[config.mk]
export PLATFORM = sky130hd
export DESIGN_NAME = xxh64_ctrl
export DESIGN_NICKNAME = d
export VERILOG_FILES = /design/src/design/xxhash64_stream_hasher_macros.svh /design/src/design/xxh64_pkg.sv /design/src/design/xxh64_ctrl.sv
export SDC_FILE = /design/constraint.sdc
export NUM_CORES = 1
export LEC_CHECK = 0
export ABC_AREA = 0
export CAP_MARGIN = 15
export CORE_MARGIN = 4
export CORE_UTILIZATION = 50
export CTS_CLUSTER_SIZE = 40
export DETAILED_ROUTE_END_ITERATION = 8
export DONT_BUFFER_PORTS = 1
export GPL_ROUTABILITY_DRIVEN = 0
export PLACE_DENSITY = 0.75
export SYNTH_ARGS = -nofsm -noshare
export SYNTH_HDL_FRONTEND = slang
export SYNTH_SLANG_ARGS = --single-unit
[constraint.sdc]
create_clock -name clk -period 3.17 [get_ports clk]
set_input_delay 0.1585 -clock clk [delete_from_list [all_inputs] [get_ports clk]]
set_output_delay 0.1585 -clock clk [all_outputs]
set_load 0.01 [all_outputs]
[src/design/xxhash64_stream_hasher_macros.svh]
// Assertion macros for the xxhash64 stream hasher.
`ifndef XXHASH64_STREAM_HASHER_MACROS_SVH
`define XXHASH64_STREAM_HASHER_MACROS_SVH

// Property must hold at every clock edge outside reset.
`define XXH_CHECK(lbl, prop, msg) \
	lbl: assert property (@(posedge clk) disable iff (!arst_n) prop) else $error(msg);

// Condition must never be true.
`define XXH_NEVER(lbl, cond, msg) \
	`XXH_CHECK(lbl, !(cond), msg)

`endif

[src/design/xxh64_pkg.sv]
// Package: primes, datapath commands and status for the xxhash64 hasher.
`default_nettype none
package xxh64_pkg;

	localparam logic [63:0] PRIME_1 = 64'h9E3779B185EBCA87;
	localparam logic [63:0] PRIME_2 = 64'hC2B2AE3D27D4EB4F;
	localparam logic [63:0] PRIME_3 = 64'h165667B19E3779F9;
	localparam logic [63:0] PRIME_4 = 64'h85EBCA77C2B2AE63;
	localparam logic [63:0] PRIME_5 = 64'h27D4EB2F165667C5;

	typedef enum logic [3:0] {
		DP_NOP,
		DP_ACCEPT,
		DP_X_SRC,
		DP_MUL,
		DP_ADDROT,
		DP_LANE_WR,
		DP_H_CONV,
		DP_H_SHORT,
		DP_H_LEN,
		DP_H_XOR,
		DP_H_ROT,
		DP_H_ADDK,
		DP_H_SHR,
		DP_DONE
	} dp_op_t;

	typedef enum logic [2:0] {
		SRC_PEND,
		SRC_WORD,
		SRC_LANE,
		SRC_LO32,
		SRC_BYTE
	} src_t;

	typedef enum logic [2:0] {
		K_P1,
		K_P2,
		K_P3,
		K_P4,
		K_P5
	} kconst_t;

	typedef enum logic {
		MD_X,
		MD_H
	} mdst_t;

	typedef enum logic [1:0] {
		ROT_27,
		ROT_23,
		ROT_11
	} rot_t;

	typedef enum logic [1:0] {
		SHR_33,
		SHR_29,
		SHR_32
	} shr_t;

	typedef struct packed {
		dp_op_t      op;
		src_t        src;
		logic [2:0]  idx;
		logic        use_lane;
		kconst_t     k;
		mdst_t       mdst;
		rot_t        rot;
		shr_t        shr;
	} dp_cmd_t;

	typedef struct packed {
		logic        need_stripe;
		logic        in_last;
		logic [1:0]  pend_cnt;
		logic [3:0]  nb;
		logic        last;
		logic        long_msg;
		logic        mul_done;
		logic        out_busy;
	} dp_status_t;

	function automatic logic [63:0] kval(input kconst_t k);
		case (k)
			K_P1: return PRIME_1;
			K_P2: return PRIME_2;
			K_P3: return PRIME_3;
			K_P4: return PRIME_4;
			K_P5: return PRIME_5;
			default: return PRIME_1;
		endcase
	endfunction

endpackage
`default_nettype wire

[src/design/xxh64_ctrl.sv]
// Controller: sequences stripe rounds, lane merge, tail folding and avalanche.
`default_nettype none
module xxh64_ctrl (
	input  wire logic                  clk,
	input  wire logic                  arst_n,
	input  wire logic                  in_valid,
	output logic                       in_ready,
	input  wire xxh64_pkg::dp_status_t st,
	output xxh64_pkg::dp_cmd_t         cmd
);
	import xxh64_pkg::*;

	typedef enum logic [4:0] {
		S_IDLE, S_R_LOAD, S_R_MUL1, S_R_ADDROT, S_R_MUL2, S_LANE_WR,
		S_H_XOR, S_H_ROT, S_H_MUL, S_H_ADD, S_FIN, S_H_LEN, S_TAIL,
		S_Q_X, S_Q_MUL, S_Q_XOR, S_Q_ROT, S_Q_MULH, S_Q_ADD,
		S_BYTE, S_B_MUL, S_B_XOR, S_B_ROT, S_B_MULH,
		S_AV1, S_AV2, S_AV3, S_AV4, S_AV5, S_OUT
	} state_t;

	typedef enum logic [1:0] {
		PH_STRIPE,
		PH_MERGE,
		PH_FOLD
	} phase_t;

	state_t     state_q;
	phase_t     phase_q;
	logic [1:0] li_q;
	logic [1:0] fi_q;
	logic [3:0] pos_q;

	assign in_ready = (state_q == S_IDLE);

	always_comb begin
		cmd          = '0;
		cmd.op       = DP_NOP;
		cmd.src      = SRC_WORD;
		cmd.k        = K_P1;
		cmd.mdst     = MD_X;
		cmd.rot      = ROT_27;
		cmd.shr      = SHR_33;
		case (state_q)
			S_IDLE:     cmd.op = DP_ACCEPT;
			S_R_LOAD: begin
				cmd.op = DP_X_SRC;
				case (phase_q)
					PH_STRIPE: begin
						cmd.src = (li_q == 2'd3) ? SRC_WORD : SRC_PEND;
						cmd.idx = {1'b0, li_q};
					end
					PH_MERGE: begin
						cmd.src = SRC_LANE;
						cmd.idx = {1'b0, li_q};
					end
					default: begin
						cmd.src = (fi_q < st.pend_cnt) ? SRC_PEND : SRC_WORD;
						cmd.idx = {1'b0, fi_q};
					end
				endcase
			end
			S_R_MUL1: begin
				cmd.op = DP_MUL;
				cmd.k  = K_P2;
			end
			S_R_ADDROT: begin
				cmd.op       = DP_ADDROT;
				cmd.use_lane = (phase_q == PH_STRIPE);
				cmd.idx      = {1'b0, li_q};
			end
			S_R_MUL2:   cmd.op = DP_MUL;
			S_LANE_WR: begin
				cmd.op  = DP_LANE_WR;
				cmd.idx = {1'b0, li_q};
			end
			S_H_XOR, S_Q_XOR, S_B_XOR: cmd.op = DP_H_XOR;
			S_H_ROT:    cmd.op = DP_H_ROT;
			S_H_MUL, S_B_MULH: begin
				cmd.op   = DP_MUL;
				cmd.mdst = MD_H;
			end
			S_H_ADD: begin
				cmd.op = DP_H_ADDK;
				cmd.k  = K_P4;
			end
			S_FIN:      cmd.op = st.long_msg ? DP_H_CONV : DP_H_SHORT;
			S_H_LEN:    cmd.op = DP_H_LEN;
			S_Q_X: begin
				cmd.op  = DP_X_SRC;
				cmd.src = SRC_LO32;
			end
			S_Q_MUL:    cmd.op = DP_MUL;
			S_Q_ROT: begin
				cmd.op  = DP_H_ROT;
				cmd.rot = ROT_23;
			end
			S_Q_MULH: begin
				cmd.op   = DP_MUL;
				cmd.mdst = MD_H;
				cmd.k    = K_P2;
			end
			S_Q_ADD: begin
				cmd.op = DP_H_ADDK;
				cmd.k  = K_P3;
			end
			S_BYTE: begin
				cmd.op  = (pos_q < st.nb) ? DP_X_SRC : DP_NOP;
				cmd.src = SRC_BYTE;
				cmd.idx = pos_q[2:0];
			end
			S_B_MUL: begin
				cmd.op = DP_MUL;
				cmd.k  = K_P5;
			end
			S_B_ROT: begin
				cmd.op  = DP_H_ROT;
				cmd.rot = ROT_11;
			end
			S_AV1:      cmd.op = DP_H_SHR;
			S_AV2: begin
				cmd.op   = DP_MUL;
				cmd.mdst = MD_H;
				cmd.k    = K_P2;
			end
			S_AV3: begin
				cmd.op  = DP_H_SHR;
				cmd.shr = SHR_29;
			end
			S_AV4: begin
				cmd.op   = DP_MUL;
				cmd.mdst = MD_H;
				cmd.k    = K_P3;
			end
			S_AV5: begin
				cmd.op  = DP_H_SHR;
				cmd.shr = SHR_32;
			end
			S_OUT:      cmd.op = st.out_busy ? DP_NOP : DP_DONE;
			default:    cmd.op = DP_NOP;
		endcase
	end

	always_ff @(posedge clk or negedge arst_n) begin
		if (!arst_n) begin
			state_q <= S_IDLE;
			phase_q <= PH_STRIPE;
			li_q    <= 2'd0;
			fi_q    <= 2'd0;
			pos_q   <= 4'd0;
		end else begin
			case (state_q)
				S_IDLE: begin
					if (in_valid) begin
						li_q <= 2'd0;
						if (st.need_stripe) begin
							phase_q <= PH_STRIPE;
							state_q <= S_R_LOAD;
						end else if (st.in_last) begin
							state_q <= S_FIN;
						end
					end
				end
				S_R_LOAD:   state_q <= S_R_MUL1;
				S_R_MUL1:   if (st.mul_done) state_q <= S_R_ADDROT;
				S_R_ADDROT: state_q <= S_R_MUL2;
				S_R_MUL2: begin
					if (st.mul_done) begin
						state_q <= (phase_q == PH_STRIPE) ? S_LANE_WR : S_H_XOR;
					end
				end
				S_LANE_WR: begin
					li_q <= li_q + 2'd1;
					if (li_q == 2'd3) begin
						state_q <= st.last ? S_FIN : S_IDLE;
					end else begin
						state_q <= S_R_LOAD;
					end
				end
				S_H_XOR:    state_q <= (phase_q == PH_FOLD) ? S_H_ROT : S_H_MUL;
				S_H_ROT:    state_q <= S_H_MUL;
				S_H_MUL:    if (st.mul_done) state_q <= S_H_ADD;
				S_H_ADD: begin
					if (phase_q == PH_MERGE) begin
						li_q    <= li_q + 2'd1;
						state_q <= (li_q == 2'd3) ? S_H_LEN : S_R_LOAD;
					end else if (fi_q < st.pend_cnt) begin
						fi_q    <= fi_q + 2'd1;
						state_q <= S_TAIL;
					end else begin
						state_q <= S_AV1;
					end
				end
				S_FIN: begin
					li_q    <= 2'd0;
					phase_q <= PH_MERGE;
					state_q <= st.long_msg ? S_R_LOAD : S_H_LEN;
				end
				S_H_LEN: begin
					fi_q    <= 2'd0;
					state_q <= S_TAIL;
				end
				S_TAIL: begin
					if (fi_q < st.pend_cnt || st.nb == 4'd8) begin
						phase_q <= PH_FOLD;
						state_q <= S_R_LOAD;
					end else if (st.nb >= 4'd4) begin
						state_q <= S_Q_X;
					end else begin
						pos_q   <= 4'd0;
						state_q <= S_BYTE;
					end
				end
				S_Q_X:      state_q <= S_Q_MUL;
				S_Q_MUL:    if (st.mul_done) state_q <= S_Q_XOR;
				S_Q_XOR:    state_q <= S_Q_ROT;
				S_Q_ROT:    state_q <= S_Q_MULH;
				S_Q_MULH:   if (st.mul_done) state_q <= S_Q_ADD;
				S_Q_ADD: begin
					pos_q   <= 4'd4;
					state_q <= S_BYTE;
				end
				S_BYTE:     state_q <= (pos_q < st.nb) ? S_B_MUL : S_AV1;
				S_B_MUL:    if (st.mul_done) state_q <= S_B_XOR;
				S_B_XOR:    state_q <= S_B_ROT;
				S_B_ROT:    state_q <= S_B_MULH;
				S_B_MULH: begin
					if (st.mul_done) begin
						pos_q   <= pos_q + 4'd1;
						state_q <= S_BYTE;
					end
				end
				S_AV1:      state_q <= S_AV2;
				S_AV2:      if (st.mul_done) state_q <= S_AV3;
				S_AV3:      state_q <= S_AV4;
				S_AV4:      if (st.mul_done) state_q <= S_AV5;
				S_AV5:      state_q <= S_OUT;
				S_OUT:      if (!st.out_busy) state_q <= S_IDLE;
				default:    state_q <= S_IDLE;
			endcase
		end
	end
endmodule
`default_nettype wire

==> qor.yml <==
placed_design:
  hpwl_mm: 4.05
  place_area_mm2: 0.00184
  port_buffers: 0
  placed_cells_incl_taps: 297
  pre_cts_ws_ns: 0.810
die:
  io_pins: 35
  dieArea_mm2: 0.00468
  die_w_um: 68.4
  initial_core_util_pct: 53.0
  rows: 21
  core_mm2: 0.00344
  chipHeight_um: 68.4
critical_path:
  crit_family: "simple AND/OR/NAND/NOR gates"
  worstSetupEndpointType: "flop"
  rr_endpoint: "state_q[2]"
  startpoint_type: "flop"
  critPathBufInv: 1
  worstSetupPathType: "flop to flop"
  crit_fanout: 22
  worstPathArrival_ns: 2.64
  slowest_stage: "dfrtp_1"
  max_stage_delay_ns: 0.64
  rrSetupSlack_ns: 0.71
  required_ns: 3.35
  cp_cell_sequence: "buf_4, nor2b_1, nand2_1, nor2_1, a22oi_1, a31oi_1, a21o_1"
  worst_r2r_startpoint: "state_q[1]"
  r2r_cells: 7
logic_synthesis:
  synth.distinct_cells: 57
  ys_seq_elements: 15
  syn_nets: 286
  synthArstFlopShare_pct: 100
  ys_seq_area_share_pct: 20.6
  syn_area_mm2: 0.00183
  synthCells: 265
  synth.avg_cell_area_um2: 6.89
  synth_edf_count: 0
  synth_ff_type: "dfrtp_1"
  ys_warn_count: 0
detailed_routing:
  firstDrtPassIters: 5
  drc: 0
  ant_nets: 0
  vias: 2038
  wirelength_mm: 5.47
  routedWlPerCell_um: 18.1
  drt_iter0_drc: 506
  post_drt_via_cell_ratio: 6.75
worst_hold_path:
  hold_path_end: "phase_q[1]"
  min_from: "st[4]"
  hp-class: "primary input to flop"
  min_path_cells: 3
layout:
  fin_nets: 278
  post-route-util_pct: 54.9
  final_cells: 302
  drive_above_1_share_pct: 7.42
  insertedDiodeCount: 0
  design_area_mm2: 0.00189
  area_delta_synth_final_pct: 3.56
sta:
  drv_slew: 0
  rsz0062_at_grt: "no"
  fin_tns_setup_ns: 0
  clock_skew_ns: 0.00742
  slew_headroom_pct: 51.3
  hold_violations: 0
  setup_viol: 0
  hold_ws_ns: 0.174
  layout_min_cycle_time_ns: 2.46
  max_clock_freq_mhz: 407
  post-route-period-util_pct: 77.6
  worst_slew_pin_slew_ns: 0.729
  fin_ws_ns: 0.711
global_routing:
  overflow: 0
  antenna_found_initial: 0
  grt_pass1_vias: 1805
  grt_usage_pct: 24.7
  grt_max_degree: 28
  grt_pass1_wl_mm: 8.80
power:
  total_power_mw: 1.98
  power.density_mw_per_mm2: 1050
  vdd_ir_drop_max_mv: 0.703
  cellLeakagePower_nw: 0.768
run_status:
  outcome: "complete, no violations"
clocking:
  htree_levels: 1
  path_clk_slew_ns: 0.07
  root_buffer: "clkbuf_8"
  cts_sinks: 15
  numCtsBuffers: 3
  cts_tree: "yes"
  clk_latency_ns: 0.25
  postCtsSetupBuffers: 0
  cts_buffer_depth: 2
flow_run:
  maxCapViolations: 0
[report_power, final]
part           internal, mW  switching, mW
Combinational         0.501          0.865
Sequential            0.264          0.190
Clock                0.0891         0.0716
Total                 0.855           1.13
[cells in the mapped netlist, drive strengths merged (5+ instances only)]
cell type / count / area share (%)
nand2: 33 / 6.8
clkbuf: 10 / 2.1
nand3: 10 / 3.0
o21ai: 20 / 5.5
buf: 10 / 3.0
nor3: 15 / 4.1
a21oi: 16 / 4.6
inv: 9 / 1.9
a22oi: 6 / 2.5
a31oi: 6 / 2.1
ha: 6 / 4.1
nand2b: 5 / 1.7
dfrtp: 15 / 21
nor2b: 7 / 2.4
nor2: 29 / 6.0
a32oi: 5 / 2.4
[worst register-to-register path, cell delays in order (launching register included)]
cell and delay, ns:
dfrtp_1 0.64, buf_4 0.30, nor2b_1 0.52, nand2_1 0.25, nor2_1 0.25, a22oi_1 0.13, a31oi_1 0.18, a21o_1 0.11
[cell usage in the layout, fill, tap and decap left out, types with 6 or more instances in the layout]
master / instances
a21oi_1: 15
a22oi_1: 6
a31oi_1: 6
buf_4: 6
dfrtp_1: 15
ha_1: 6
inv_1: 9
nand2_1: 33
nand3_1: 9
nor2_1: 29
nor2b_1: 7
nor3_1: 15
o21ai_0: 19
[layer usage]
metal	track usage (%)	up-vias	routed length, um
li1	-	964	-
met1	33.2	928	2190
met2	38.9	128	2520
met3	6.90	18	639
met4	5.71	0	131
met5	0	-	0
[worst max-delay path by stage]
stage                           from    endpoint  slack (ns)  cells after the start
final                     state_q[1]  state_q[2]        0.71                      7
after global routing      state_q[1]  state_q[2]        0.57                      7
after CTS                 state_q[1]    pos_q[2]        0.79                      6
after detailed placement  state_q[1]    pos_q[2]        0.81                      6
after global placement    state_q[1]    pos_q[2]        0.80                      6
after floorplan              fi_q[1]    pos_q[2]        1.22                      6
[cell type report]
type,instances,area (um^2)
well taps,46,57.6
inverters,9,33.8
flip-flops and latches,15,375
multi-input cells,221,1320
repair buffers,7,55.1
clock buffers,4,45.0
fillers,325,1550
[flip-flops by register name (all words and copies together) (netlist names)]
register and flops:
state_q 5, pos_q 4, fi_q 2, li_q 2
phase_q 2
[timing repair]
item                                    CTS  global route
resized for setup                         0             0
endpoints found under the hold margin    15             0
endpoints found under the setup margin    0             0
hold buffers                              1             0
[logic make-up (layout without fill, tap and decap cells)]
group / Yosys count / after routing / share of synthesized area (%)
flip-flops: 15 / 15 / 20.6
AO/OA/AOI/OAI: 86 / 86 / 32.2
AND/OR/NAND/NOR: 123 / 123 / 33.0
XOR/XNOR: 3 / 3 / 1.44
multiplexers: 2 / 2 / 1.17
buffers and inverters: 29 / 20 / 6.92
adder cells (fa/ha/maj): 7 / 7 / 4.66
Note: power is estimated with default switching activity, not from simulation.
